**src/sysres_pkg.sv**
```systemverilog
// Package for the systematic resampler: constants and the sequencer state type.
package sysres_pkg;

  // Largest particle count the storage is built for.
  localparam int MAX_PARTICLES_DEF = 64;

  // Fixed field widths.
  localparam int CFG_W    = 7;   // particle_count register
  localparam int WEIGHT_W = 17;  // Q1.16 weight, 65536 is one
  localparam int DRAW_W   = 16;  // Q0.16 uniform draw
  localparam int SRC_W    = 6;   // source_index field
  localparam int SUM_W    = 23;  // cumulative weight entry

  // Q0.16 constants.
  localparam int ONE_Q16  = 65536;
  localparam int HALF_Q16 = 32768;

  // Reset value of the particle count register.
  localparam int COUNT_RESET = 64;

  typedef enum logic [2:0] {
    ST_IDLE,   // loading weights
    ST_READ,   // read cumulative entry at the walk pointer
    ST_MUL,    // scale the entry by N
    ST_CMP,    // compare the slot threshold with the scaled entry
    ST_EMIT    // hand the slot's index to the output register
  } st_t;

endpackage

```
**src/systematic_resampler.sv**
```systemverilog
// Systematic resampler: weight loader, cumulative weight memory and pointer walk sequencer.
//
// Weights arrive one per input transfer and are summed into a cumulative weight
// memory; the block takes a new weight in every cycle while loading.
// The transfer marked last_in also brings the uniform draw and starts the walk, during
// which in_stall stays high. For each output slot j the walk compares the threshold
// draw - 0.5 + j (in Q0.16, kept in a register and stepped by one per slot) with N times
// the cumulative weight at the walk pointer, and moves the pointer forward while the
// threshold is larger and the pointer is below N-1. One shared path does this: a read
// of the weight memory, a registered multiply by N and a compare for each test, then
// an emit step that places each result in the output register and waits while the
// output side stalls. The user must write the particle count N over the cfg port only
// while the block is idle; the block itself does not enforce this. Zero acts as one and
// values above MAX_PARTICLES act as MAX_PARTICLES. Missing weights count as zero, and
// weights beyond N in a set are ignored.
module systematic_resampler #(
  parameter int MAX_PARTICLES = sysres_pkg::MAX_PARTICLES_DEF
) (
  input  logic                         clk,
  input  logic                         rst_n,
  // weight input channel
  input  logic                         in_valid,
  output logic                         in_stall,
  input  logic [sysres_pkg::WEIGHT_W-1:0] in_weight,
  input  logic [sysres_pkg::DRAW_W-1:0]   in_draw,
  input  logic                         in_last_in,
  // resampled index output channel
  output logic                         out_valid,
  input  logic                         out_stall,
  output logic [sysres_pkg::SRC_W-1:0] out_source_index,
  output logic                         out_last_out,
  // particle count configuration
  input  logic                         cfg_valid,
  output logic                         cfg_ready,
  input  logic [sysres_pkg::CFG_W-1:0] cfg_particle_count
);
  import sysres_pkg::*;

  localparam int IDX_W  = $clog2(MAX_PARTICLES);
  localparam int CNT_W  = $clog2(MAX_PARTICLES + 1);
  localparam int LHS_W  = CNT_W + WEIGHT_W;
  localparam int PROD_W = CNT_W + SUM_W;

  // Cumulative weight memory: one write port for the loader, one read port for the walk.
  logic [SUM_W-1:0] mem [MAX_PARTICLES];

  st_t                      state_r, state_nxt;
  logic [CFG_W-1:0]         count_r;
  logic [CNT_W-1:0]         load_r;
  logic [SUM_W-1:0]         sum_r;
  logic [CNT_W-1:0]         cnt_r;
  logic [IDX_W-1:0]         wp_r;
  logic [IDX_W-1:0]         slot_r;
  logic signed [LHS_W-1:0]  lhs_r;
  logic [SUM_W-1:0]         rdata_r;
  logic [PROD_W-1:0]        prod_r;
  logic                     out_valid_r;
  logic [SRC_W-1:0]         out_idx_r;
  logic                     out_last_r;

  logic [CNT_W-1:0]         n_eff;
  logic [CNT_W-1:0]         n_last;
  logic                     in_xfer;
  logic [WEIGHT_W-1:0]      w_sat;
  logic [SUM_W-1:0]         sum_base;
  logic [SUM_W-1:0]         sum_nxt;
  logic                     store;
  logic [CNT_W-1:0]         load_after;
  logic [IDX_W-1:0]         rd_addr;
  logic                     lhs_gt;
  logic                     advance;
  logic                     out_free;
  logic                     slot_last;

  // Effective particle count, clamped to the range the storage supports.
  always_comb begin
    if (count_r == '0) begin
      n_eff = CNT_W'(1);
    end else if (count_r > CFG_W'(MAX_PARTICLES)) begin
      n_eff = CNT_W'(MAX_PARTICLES);
    end else begin
      n_eff = CNT_W'(count_r);
    end
    n_last = n_eff - CNT_W'(1);
  end

  assign cfg_ready = 1'b1;
  assign in_stall  = (state_r != ST_IDLE);
  assign in_xfer   = in_valid && !in_stall;

  // Loader datapath: saturate the weight and extend the running sum.
  assign w_sat      = (in_weight > WEIGHT_W'(ONE_Q16)) ? WEIGHT_W'(ONE_Q16) : in_weight;
  assign sum_base   = (load_r == '0) ? '0 : sum_r;
  assign sum_nxt    = sum_base + SUM_W'(w_sat);
  assign store      = in_xfer && (load_r < n_eff);
  assign load_after = store ? load_r + CNT_W'(1) : load_r;

  // Walk datapath. Entries past the loaded ones read as the last loaded entry.
  assign rd_addr   = (CNT_W'(wp_r) < cnt_r) ? wp_r : IDX_W'(cnt_r - CNT_W'(1));
  assign lhs_gt    = !lhs_r[LHS_W-1] && (PROD_W'($unsigned(lhs_r)) > prod_r);
  assign advance   = lhs_gt && (CNT_W'(wp_r) < n_last);
  assign out_free  = !out_valid_r || !out_stall;
  assign slot_last = (CNT_W'(slot_r) == n_last);

  always_ff @(posedge clk) begin
    if (store) begin
      mem[load_r[IDX_W-1:0]] <= sum_nxt;
    end
    if (state_r == ST_READ) begin
      rdata_r <= mem[rd_addr];
    end
  end

  always_ff @(posedge clk) begin
    if (!rst_n) begin
      state_r <= ST_IDLE;
    end else begin
      state_r <= state_nxt;
    end
  end

  always_comb begin
    state_nxt = state_r;
    unique case (state_r)
      ST_IDLE: begin
        if (in_xfer && in_last_in) begin
          state_nxt = ST_READ;
        end
      end
      ST_READ: begin
        state_nxt = ST_MUL;
      end
      ST_MUL: begin
        state_nxt = ST_CMP;
      end
      ST_CMP: begin
        state_nxt = advance ? ST_READ : ST_EMIT;
      end
      ST_EMIT: begin
        if (out_free) begin
          state_nxt = slot_last ? ST_IDLE : ST_READ;
        end
      end
      default: begin
        state_nxt = ST_IDLE;
      end
    endcase
  end

  // Control registers of the loader and the walk.
  always_ff @(posedge clk) begin
    if (!rst_n) begin
      count_r     <= CFG_W'(COUNT_RESET);
      load_r      <= '0;
      wp_r        <= '0;
      out_valid_r <= 1'b0;
    end else begin
      if (cfg_valid && cfg_ready) begin
        count_r <= cfg_particle_count;
      end
      if (in_xfer) begin
        load_r <= in_last_in ? '0 : load_after;
        if (in_last_in) begin
          wp_r <= '0;
        end
      end
      if (state_r == ST_CMP && advance) begin
        wp_r <= wp_r + IDX_W'(1);
      end
      if (state_r == ST_EMIT && out_free) begin
        out_valid_r <= 1'b1;
      end else if (!out_stall) begin
        out_valid_r <= 1'b0;
      end
    end
  end

  // Payload registers.
  always_ff @(posedge clk) begin
    if (store) begin
      sum_r <= sum_nxt;
    end
    if (in_xfer && in_last_in) begin
      cnt_r  <= (load_after < n_eff) ? load_after : n_eff;
      slot_r <= '0;
      lhs_r  <= signed'(LHS_W'(in_draw)) - signed'(LHS_W'(HALF_Q16));
    end
    if (state_r == ST_MUL) begin
      prod_r <= PROD_W'(n_eff) * PROD_W'(rdata_r);
    end
    if (state_r == ST_EMIT && out_free) begin
      out_idx_r  <= SRC_W'(wp_r);
      out_last_r <= slot_last;
      slot_r     <= slot_r + IDX_W'(1);
      lhs_r      <= lhs_r + signed'(LHS_W'(ONE_Q16));
    end
  end

  assign out_valid        = out_valid_r;
  assign out_source_index = out_idx_r;
  assign out_last_out     = out_last_r;

endmodule

```
**config.mk**
```make
export PLATFORM = sky130hd
export DESIGN_NAME = systematic_resampler
export DESIGN_NICKNAME = d
export VERILOG_FILES = /design/src/sysres_pkg.sv /design/src/systematic_resampler.sv
export SDC_FILE = /design/constraint.sdc
export NUM_CORES = 2
export LEC_CHECK = 0
export ABC_CLOCK_PERIOD_IN_PS = 7100
export BUFFER_PORTS_ARGS = -buffer_cell sky130_fd_sc_hd__buf_2
export CAP_MARGIN = 20
export CELL_PAD_IN_SITES_DETAIL_PLACEMENT = 0
export CELL_PAD_IN_SITES_GLOBAL_PLACEMENT = 1
export CORE_UTILIZATION = 46
export CTS_CLUSTER_DIAMETER = 30
export DETAILED_ROUTE_END_ITERATION = 8
export MAX_ROUTING_LAYER = met4
export PLACE_DENSITY = 0.72
export SLEW_MARGIN = 30
export SYNTH_ARGS = -nofsm -noshare
export SYNTH_HDL_FRONTEND = slang
export SYNTH_SLANG_ARGS = --single-unit
```
**constraint.sdc**
```tcl
create_clock -name clk -period 7.1 [get_ports clk]
set_clock_uncertainty 0.15 [all_clocks]
set_input_delay 0.355 -clock clk [delete_from_list [all_inputs] [get_ports clk]]
set_output_delay 0.355 -clock clk [all_outputs]
set_load 0.01 [all_outputs]
```
==> flow_metrics.tcl <==
set metrics [dict create \
    synth_cells 5110 \
    grt_use_total_pct 27.4 \
    antenna_left 0 \
    end_kind "flop" \
    status "complete, no violations" \
    final_cell_area_mm2 0.0867 \
    root_buffer "clkbuf_16" \
    async_reset_ff_share_pct 0 \
    max-clock-path-buffers 4 \
    max-vdd-ir-drop_mv 0.298 \
    synth_seq_cells 1616 \
    hp-start "in_weight[16]" \
    max_slew_margin_pct 27.0 \
    core_area_mm2 0.152 \
    drive_gt1_share_pct 17.4 \
    max_stage_delay_ns 0.95 \
    place_ws_ns 0.686 \
    slew_viol_final 0 \
    die_width_um 393 \
    rsz0062_at_grt "no" \
    grt_start_max_net_pins 118 \
    rows 143 \
    cp.arrival_ns 6.80 \
    yosys.area.top_type_share_pct 68.0 \
    first_pass_iters 5 \
    tns_ns 0 \
    path_class "flop to flop" \
    grt_pass1_vias 44236 \
    worst_slack_ns 0.856 \
    vias 44647 \
    yosysSeqAreaShare_pct 68.6 \
    cts_num_sinks 1616 \
    hold_viol 0 \
    place_area_mm2 0.0742 \
    min_period_ns 6.24 \
    worstHoldPathCells 5 \
    rrSetupSlack_ns 0.86 \
    synth_warnings 0 \
    ios 56 \
    cp-start-kind "flop" \
    die_area_mm2 0.155 \
    tightestPinTransition_ns 1.10 \
    cts_setup_buffers 0 \
    rr_startpoint "load_r[4]" \
    synth_edf_count 1592 \
    syn_nets 5379 \
    grt_antenna_before_repair 17 \
    path_cells "or3_1, or4b_2, and2_1, ha_1, o21a_1, o21ai_0, or3b_2, a21oi_1, a41o_1, o41ai_2, o21bai_1, a21oi_1, xor2_4, buf_4" \
    cts_tree "yes" \
    clock_latency_ns 0.92 \
    grt_pass1_wl_um 297000 \
    fp.dieH_um 393 \
    fmax_mhz 160 \
    h-tree-depth 5 \
    critical_path_required_ns 7.65 \
    syn2layout_area_growth_pct 23.2 \
    power.leakage_nw 32.8 \
    slowest_stage "or4b_2" \
    yosys.area.top_type "edfxtp_1" \
    numCtsBuffers 358 \
    post-route-period-util_pct 87.9 \
    min_to "sum_r[1]" \
    finalSetupViolations 0 \
    drc 0 \
    ys_types 72 \
    synth.cell_area_mm2 0.0704 \
    drv_cap 0 \
    cpMostUsedCell "a21oi_1" \
    synth_area_leaders "edfxtp_1, nand2_1, mux2i_1" \
    worst_hold_path_type "input port to flop" \
    reg2reg_to "mem[56][17]" \
    drt_iter0_markers 4309 \
    drt_wl_total_um 203000 \
    io_buffer_count 54 \
    nets 5765 \
    wl_per_cell_um 26.0 \
    dpl.hpwl_um 116000 \
    cts_hold_buffers 45 \
    vias_per_cell 5.72 \
    initial_core_util_pct 46.3 \
    syn_area_per_cell_um2 13.8 \
    cts.clk_slew.worst_paths_ns 0.05 \
    nFillCells 11789 \
    cts_resized 0 \
    critPathMaxFanout 33 \
    gr-total-overflow 0 \
    r2r_cells 14 \
    gp_congestion 0.853 \
    synth_flop_cell "edfxtp_1" \
    power.density_mw_per_mm2 364 \
]
## sequential cells by signal, indices dropped and copies added, names as in the netlist
name and flops:
wp_r 6, state_r 3, count_r 7, out_valid 1, sum_r 23, cnt_r 7
prod_r 30, rdata_r 23, load_r 7, lhs_r 24, slot_r 6, out_source_index 6
out_last_out 1, mem 1472
## through the flow
step	hold WS, ns	std cells	total power, W	utilization (%)
floorplan	0.331	5110	0.0139	-
finish	0.101	7802	0.0316	57.1
CTS	0.0372	7793	0.0317	57.0
global route	0.116	7801	0.0325	57.1
detailed placement	0.423	7118	0.0154	48.9
global placement	0.408	7114	0.0153	48.8
## worst max path at each step
stage | depth (start not counted) | end | startpoint | slack [ns]
5_1_grt | 14 | mem[25][17] | load_r[4] | 0.46
3_5_place_dp | 14 | mem[26][17] | load_r[4] | 0.69
6_report | 14 | mem[56][17] | load_r[4] | 0.86
3_3_place_gp | 15 | mem[26][17] | load_r[4] | 0.80
4_1_cts | 14 | mem[58][17] | load_r[4] | 0.60
2_1_floorplan | 18 | mem[0][17] | load_r[4] | 0.61
## layout make-up
class / instances / area [um^2] / share of cell area [%]
Timing Repair Buffer: 300 / 2550 / 2.94
Antenna cell: 6 / 15.0 / 0.0173
Sequential cell: 1616 / 48300 / 55.7
Clock buffer: 410 / 9330 / 10.8
Clock inverter: 220 / 2580 / 2.97
Multi-Input combinational cell: 3069 / 20800 / 24.0
Inverter: 151 / 567 / 0.654
Tap cell: 2030 / 2540 / 2.93
## kinds of logic after synthesis
| group | after synthesis | share of synthesized area, % |
|---|---|---|
| other cells | 1 | 0.00533 |
| simple gates | 1882 | 12.2 |
| mux | 390 | 5.73 |
| flops | 1616 | 68.6 |
| compound gates | 503 | 4.97 |
| fa+ha+maj | 223 | 5.09 |
| xor+xnor | 70 | 0.871 |
| buf+inv | 425 | 2.45 |
## worst max-delay path, delay by kind of cell, from the launching register on
family	cells	cell delay [ns]
adders and majority gates	1	0.36
and+or+nand+nor	4	2.05
DFF	1	0.41
buffers and inverters	1	0.35
xor gates and xnor gates	1	0.82
AOI/OAI and AO/OA	7	1.85
## where the power goes
| part | switching, W | total [W] | internal [W] |
|---|---|---|---|
| Clock | 0.00505 | 0.0163 | 0.0112 |
| Combinational | 0.00244 | 0.00334 | 0.000901 |
| Sequential | 0.000230 | 0.0120 | 0.0118 |
| Total | 0.00771 | 0.0316 | 0.0239 |
## Yosys cell counts, types with 22 or more instances
| library cell | number |
|---|---|
| edfxtp_1 | 1592 |
| nand2_1 | 1029 |
| nand3_1 | 304 |
| mux2i_1 | 290 |
| clkbuf_1 | 168 |
| inv_1 | 151 |
| and2_1 | 146 |
| nor2_1 | 127 |
| ha_1 | 118 |
| fa_1 | 105 |
| mux2_2 | 98 |
| a21oi_1 | 95 |
| buf_2 | 76 |
| a31oi_1 | 73 |
| o21ai_0 | 62 |
| nand4_1 | 60 |
| and3_1 | 57 |
| xnor2_1 | 49 |
| a32oi_1 | 47 |
| nor2b_1 | 42 |
| a211oi_1 | 27 |
| or3_1 | 27 |
| and4_1 | 24 |
| dfxtp_1 | 24 |
| o2111ai_1 | 24 |
| o22ai_1 | 24 |
| a221oi_1 | 23 |
| a311oi_1 | 23 |
| a41oi_1 | 23 |
| buf_1 | 23 |
| a21o_1 | 22 |
## routing by layer
metal	global-route usage, %	up-vias	wire length, um
met5	-	-	0
met4	10.3	0	6970
met3	6.00	400	17900
met2	42.7	1987	96100
met1	35.2	22487	82300
li1	-	19773	-
## cell usage in the layout, fill, tap and decap left out, types with 95 or more instances in the layout
cell type / instances
clkbuf_16: 366
nand2_1: 1029
mux2_2: 95
nand3_1: 304
and2_1: 147
edfxtp_1: 1592
mux2i_1: 288
inv_1: 150
buf_4: 177
fa_1: 105
ha_1: 117
Power figures use the tool's default switching activity.
